<file path="src/hw/rtl/slr_pkg.sv">
`timescale 1ns / 1ps

package slr_pkg;

	typedef logic [30:0] word_t;
	typedef logic [5:0]  ptr_t;
	typedef logic [5:0]  slot_t;
	typedef logic [1:0]  pass_t;

	localparam int    TABLE_WORDS = 55;
	localparam int    MIX_PASSES  = 4;
	localparam word_t MODULUS     = 31'h7FFF_FFFF;
	localparam word_t RESET_SEED  = 31'd161803398;
	localparam slot_t LAST_SLOT   = 6'(TABLE_WORDS - 1);
	localparam slot_t FILL_STRIDE = 6'd21;
	localparam slot_t MIX_OFFSET  = 6'd30;
	localparam ptr_t  TRAIL_START = 6'd31;
	localparam ptr_t  WRAP_AT     = 6'd56;
	localparam pass_t LAST_PASS   = 2'(MIX_PASSES - 1);

	typedef enum logic [1:0] {
		OP_DRAW    = 2'd0,
		OP_SAVE    = 2'd1,
		OP_RESTORE = 2'd2,
		OP_RESEED  = 2'd3
	} op_t;

	typedef enum logic [2:0] {
		ST_IDLE,
		ST_DRAW,
		ST_SAVE,
		ST_RESTORE,
		ST_FILL,
		ST_MIX,
		ST_FIN
	} state_t;

	typedef struct packed {
		logic  valid;
		word_t raw;
		word_t limit;
	} scale_req_t;

	function automatic word_t sub_mod(word_t a, word_t b);
		logic [31:0] d;
		d = {1'b0, a} - {1'b0, b};
		if (d[31]) begin
			d = d + {1'b0, MODULUS};
		end
		return d[30:0];
	endfunction

	function automatic ptr_t advance(ptr_t p);
		ptr_t r;
		if (p >= WRAP_AT - 6'd1) begin
			r = 6'd1;
		end else begin
			r = p + 6'd1;
		end
		return r;
	endfunction

	// Adds a stride below the table size and folds the sum back into 0..54.
	function automatic slot_t wrap_add(slot_t a, slot_t b);
		logic [6:0] s;
		slot_t      r;
		s = {1'b0, a} + {1'b0, b};
		if (s >= 7'(TABLE_WORDS)) begin
			r = 6'(s - 7'(TABLE_WORDS));
		end else begin
			r = s[5:0];
		end
		return r;
	endfunction

endpackage

</file>
<file path="src/hw/rtl/slr_scale.sv">
`timescale 1ns / 1ps

module slr_scale (
	input  logic                clk,
	input  logic                arst_n,
	input  slr_pkg::scale_req_t req,
	output logic                ready,
	output logic                m_axis_tvalid,
	input  logic                m_axis_tready,
	output logic [63:0]         m_axis_tdata   // raw_value, scaled_value, zero pad
);

	logic           v_s1;
	slr_pkg::word_t raw_s1;
	slr_pkg::word_t lim_s1;
	logic           v_s2;
	slr_pkg::word_t raw_s2;
	logic [61:0]    prod_s2;
	logic           out_v_q;
	logic [63:0]    tdata_q;

	logic           out_load;
	logic           st2_load;
	slr_pkg::word_t hi;
	slr_pkg::word_t lo;
	logic [31:0]    fold;
	slr_pkg::word_t quot;

	assign out_load = v_s2 && (!out_v_q || m_axis_tready);
	assign st2_load = v_s1 && (!v_s2 || out_load);
	assign ready    = !v_s1 || st2_load;

	// Since 2^31 = M + 1, P = hi*M + (hi + lo) and hi + lo stays at or below 2M.
	always_comb begin
		hi   = prod_s2[61:31];
		lo   = prod_s2[30:0];
		fold = {1'b0, hi} + {1'b0, lo};
		if (fold >= {slr_pkg::MODULUS, 1'b0}) begin
			quot = hi + 31'd2;
		end else if (fold >= {1'b0, slr_pkg::MODULUS}) begin
			quot = hi + 31'd1;
		end else begin
			quot = hi;
		end
	end

	always_ff @(posedge clk or negedge arst_n) begin
		if (!arst_n) begin
			v_s1    <= 1'b0;
			v_s2    <= 1'b0;
			out_v_q <= 1'b0;
		end else begin
			if (req.valid) begin
				v_s1 <= 1'b1;
			end else if (st2_load) begin
				v_s1 <= 1'b0;
			end
			if (st2_load) begin
				v_s2 <= 1'b1;
			end else if (out_load) begin
				v_s2 <= 1'b0;
			end
			if (out_load) begin
				out_v_q <= 1'b1;
			end else if (m_axis_tready) begin
				out_v_q <= 1'b0;
			end
		end
	end

	always_ff @(posedge clk) begin
		if (req.valid) begin
			raw_s1 <= req.raw;
			lim_s1 <= req.limit;
		end
		if (st2_load) begin
			raw_s2  <= raw_s1;
			prod_s2 <= 62'(raw_s1) * 62'(lim_s1);
		end
		if (out_load) begin
			tdata_q <= {2'b00, quot, raw_s2};
		end
	end

	assign m_axis_tvalid = out_v_q;
	assign m_axis_tdata  = tdata_q;

endmodule

</file>
<file path="config.mk">
export PLATFORM = sky130hd
export DESIGN_NAME = slr_scale
export DESIGN_NICKNAME = d
export VERILOG_FILES = /design/src/hw/rtl/slr_pkg.sv /design/src/hw/rtl/slr_scale.sv
export SDC_FILE = /design/constraint.sdc
export NUM_CORES = 2
export LEC_CHECK = 0
export ABC_CLOCK_PERIOD_IN_PS = 8300
export BUFFER_PORTS_ARGS = -buffer_cell sky130_fd_sc_hd__buf_2
export CELL_PAD_IN_SITES_DETAIL_PLACEMENT = 1
export CELL_PAD_IN_SITES_GLOBAL_PLACEMENT = 1
export CORE_MARGIN = 1
export CORE_UTILIZATION = 45
export DETAILED_ROUTE_END_ITERATION = 10
export PLACE_DENSITY_LB_ADDON = 0.12
export REMOVE_ABC_BUFFERS = 1
export SLEW_MARGIN = 10
export SYNTH_ARGS = -nofsm -noshare
export SYNTH_HDL_FRONTEND = slang
export SYNTH_SLANG_ARGS = --single-unit
</file>
<file path="constraint.sdc">
create_clock -name clk -period 8.3 [get_ports clk]
set_clock_uncertainty 0.15 [all_clocks]
set_input_delay 1.245 -clock clk [delete_from_list [all_inputs] [get_ports clk]]
set_output_delay 1.245 -clock clk [all_outputs]
set_load 0.005 [all_outputs]
</file>
Word level (Yosys, flattened, before mapping)
Index checks and enable logic that the tools add are counted.

Word-level logic and storage cells: 33. Output and inout port bits: 66. Input bits: 66. Register bits after elaboration: 220.

Reductions and logical operators: 11. Multiply operators: 1. Add/subtract/negate cells: 3. Muxes and demuxes: 8. $lt $le $gt $ge: 2.

Operator list (count): 31-bit by 31-bit multiplier with 62-bit output (1); 31-bit 2-to-1 mux (2); 31-bit by 31-bit adder with 32-bit output (1); 32-bit by 31-bit >= comparator with 1-bit output (second input constant) (1); 32-bit >= comparator (second input constant) (1); 31-bit by 1-bit adder with 31-bit output (second input constant) (1); 31-bit by 2-bit adder with 31-bit output (second input constant) (1); 1-bit 2-to-1 mux (6); 2-bit nonzero test (3); 1-bit logical NOT (3); 1-bit logical OR (3); 1-bit logical AND (2).

Logic depth before layout (Yosys ltp)
Depth after elaboration: 7. Mapped depth: 31. Depth with buffers taken out: 29.

Worst setup path after synthesis
OpenSTA, ideal clock, no wires.

Kind: flip-flop to flip-flop. Start: reg raw_s1[25]. End: reg prod_s2[61], data pin. Required time: 7.887 ns. Stages on the path, launching flop included: 26. Library setup time: 0.263 ns. Arrival: 7.323 ns. Path buffers: 2. Clock period less this slack: 7.736 ns. Setup slack: 0.564 ns. Cells stage by stage: edfxtp_1 clkbuf_1 nand2_1 fa_1 inv_1 fa_1 inv_1 fa_1 inv_1 fa_1 fa_1 fa_1 fa_1 inv_1 fa_1 inv_1 ha_1 clkbuf_1 nand4_1 or4_1 o21ba_2 nor4b_1 o221ai_1 a21oi_1 a311oi_1 xnor2_1.

Cells in the longest elaborated chain, start to end: 1.

Ends and longest elaborated chain: start, declared (line slr_scale.sv:14) `slr_pkg::word_t raw_s1;`; start signal, assigned (line slr_scale.sv:73) `raw_s1 <= req.raw;`; 31-bit by 31-bit multiplier with 62-bit output (line slr_scale.sv:78) `prod_s2 <= 62'(raw_s1) * 62'(lim_s1);`; end signal, assigned (line slr_scale.sv:78); end, declared (line slr_scale.sv:18) `logic [61:0] prod_s2;`.

Every way passes these cells. A chain may end at the register's enable or synchronous reset.

Worst setup path in the final report
Start: reg raw_s1[12]. End: reg prod_s2[61], data pin.

Same word-level chain as after synthesis.

==> run metrics <==
Area growth syn-to-layout 9.20%; final setup violation count 0; number of stages on the worst setup path 24; H-tree depth 1; total track usage 0.271; most frequent CP cell fa_1; Final #Nets 5391; Hold Fails Final Rpt 0; largest net degree at the start of global routing 78; yosys warns 0; worst r2r src raw_s1[12]; Yosys cell types 84; Synth async-reset ratio 0.0136; Final Worst Setup Slack 0.273 ns; slew margin rel. 0.291; Buf/Inv on CP 6; reg-to-reg endpoint prod_s2[61]; critical path cell sequence buf_12, buf_4, and2_1, fa_1, inv_1, fa_1, inv_1, fa_1, fa_1, fa_1, fa_1, fa_1, inv_1, fa_1, inv_1, ha_1, nand4_1, or4_1, o21ba_2, nor4b_4, o221ai_2, a21oi_2, a311oi_2, xnor2_1; number of DRC markers in iteration 0 1453; gpl congestion 0.890; die height 303 microns; Most used DFF post-synth edfxtp_1; Mean Syn Cell Area 9.88 sq um; TritonCTS clock tree done; minimum clock period 8.03 ns; HPWL Detailed 99500 microns; CTS Root Cell clkbuf_16; CP Class reg -> reg; Max Clk Rate 125 MHz; register bit total from synthesis 220; r2r worst-path depth 24; initial antenna violation count 1; Critical Path End prod_s2[61]; core area 89900 sq um; Num CTS Buffers 29; sequential share of the synthesized area 0.161; vias in the first global route 32100; drt wl/cell 22.4 microns; unrepaired setup endpoints after global routing false; CTS sink count 220; CTS Buffer Depth 3; ANT nets after route 0; period utilisation layout 0.967; Arr. time, crit path 8.20 ns; Rows 110; nature of the critical path endpoint flip-flop; Max Cap Viol 0; final wirelength 121000 microns; Ports 132; port bufs 129; outcome finished, final reports clean; mapped cell area 40800 sq um; Setup crit start kind flip-flop; critical path peak fanout 19; die area 91900 sq um; crit-path leading delay family adder cells; Critical Path RT 8.47 ns; first-pass GRT wire length 190000 microns; worst hold-check path type in -> async; via count 29000; Gate Count Post-Synth 4132; DR pass1 iterations 5; worst slew pin tran 1.06 ns; initial core utilization 0.454; Die Width 303 microns; Slowest cell on crit path fa_1; clock transition at the registers of the reported paths 0.07 ns; EDFF count, synth 217; hold bufs inserted after CTS 0; Worst Setup SP raw_s1[12]; fillers 9989; final max-slew violation count 0; Reg2Reg Setup Slack 0.27 ns; DRC 0; drt via density 5.36; pre-CTS setup slack -0.225 ns; Largest stage delay, worst path 0.64 ns; layout cell share with drive strength beyond 1 0.0832; TNS Setup 0 ns; grt ovf 0; Worst-Skew Late Latency 0.64 ns
==> worst min-delay path by stage <==
stage | from | to | slack [ns] | cells past startpoint
floorplan | raw_s2[0] | m_axis_tdata[0] | 0.25 | 0
global placement | raw_s2[25] | m_axis_tdata[25] | 0.25 | 0
detailed placement | raw_s2[14] | m_axis_tdata[14] | 0.26 | 0
CTS | arst_n | v_s1 | 0.19 | 1
global route | arst_n | m_axis_tvalid | 0.21 | 1
finish | arst_n | v_s1 | 0.24 | 1
==> placed cells by master (no fill, tap or decap), types with 17 or more instances in the layout <==
cell and instances:
nor2_1 65, inv_1 809, nor3_1 17, ha_1 283
and2_1 516, buf_4 97, buf_12 32, o211ai_1 17
and3_1 25, o21ai_0 54, nand3_1 26, edfxtp_1 217
clkbuf_16 29, a21o_1 64, nand2_1 534, xnor2_1 54
buf_2 129, a21oi_1 91, xor2_1 39, nand4_1 22
fa_1 838
==> routing by layer <==
| metal | GRT usage | vias to the layer above | routed length (microns) |
|---|---|---|---|
| met5 | 0 | - | 0 |
| met4 | 0.0561 | 0 | 2250 |
| met3 | 0.0226 | 119 | 4430 |
| met2 | 0.476 | 573 | 61500 |
| met1 | 0.365 | 15400 | 52600 |
| li1 | - | 12800 | - |
==> cell type report <==
class | count | area (sq um) | area share
Inverter | 809 | 3040 | 0.0681
Clock inverter | 20 | 216 | 0.00486
Clock buffer | 33 | 741 | 0.0166
Antenna cell | 2 | 5.00 | 0.000112
Tap cell | 1176 | 1470 | 0.0330
Multi-Input combinational cell | 2877 | 30500 | 0.683
Timing Repair Buffer | 262 | 2060 | 0.0462
Sequential cell | 220 | 6590 | 0.148
==> cell usage after synthesis (17+ instances only) <==
master,n,area (sq um)
o211ai_1,17,128
ha_1,288,3600
nor2_1,65,244
xnor2_1,54,473
a21o_1,64,480
and3_1,26,163
nand3_1,26,130
clkbuf_1,215,807
and2_1,518,3240
nand2_1,534,2000
a21oi_1,93,465
nand4_1,22,138
xor2_1,39,342
o21ai_0,58,290
edfxtp_1,217,6520
inv_1,809,3040
fa_1,838,16800
nor3_1,18,90.1
==> state kept, by name, indices dropped and copies added (netlist names) <==
register and flops:
v_s1 1, v_s2 1, m_axis_tvalid 1, raw_s1 31, lim_s1 31, prod_s2 62
raw_s2 31, m_axis_tdata 62
==> cells by family after synthesis <==
| family | after synthesis | synth area share |
|---|---|---|
| compound gates | 364 | 0.0598 |
| xor+xnor | 93 | 0.0200 |
| fa+ha+maj | 1126 | 0.499 |
| buf+inv | 1036 | 0.0960 |
| flops | 220 | 0.161 |
| mux | 6 | 0.00166 |
| other cells | 1 | 0.0000919 |
| simple gates | 1286 | 0.162 |
==> repair_timing <==
item	4_1_cts	5_1_grt
buffers inserted	2	8
resized for setup	5	27
setup endpoints to repair	5	11
pin swaps	0	3
hold endpoints to repair	0	0
==> stage by stage <==
step	instance area, sq um	instances	util	hold slack (ns)
2_1_floorplan	39900	3906	-	0.250
3_3_place_gp	43400	5334	0.482	0.252
3_5_place_dp	43400	5334	0.482	0.257
4_1_cts	44400	5389	0.494	0.189
5_1_grt	44600	5397	0.496	0.212
6_report	44600	5399	0.496	0.242
==> worst register-to-register path, cell delays in order (launching register included) <==
cell and delay, ns:
edfxtp_1 0.42, buf_12 0.18, buf_4 0.22, and2_1 0.19, fa_1 0.53, inv_1 0.05, fa_1 0.47, inv_1 0.06
fa_1 0.44, fa_1 0.50, fa_1 0.64, fa_1 0.45, fa_1 0.50, inv_1 0.06, fa_1 0.49, inv_1 0.05
ha_1 0.36, nand4_1 0.16, or4_1 0.55, o21ba_2 0.26, nor4b_4 0.32, o221ai_2 0.18, a21oi_2 0.22, a311oi_2 0.13
xnor2_1 0.14
Power is not shown: default switching activity piles up to over one toggle a cycle in this logic, so the estimate is an artifact.
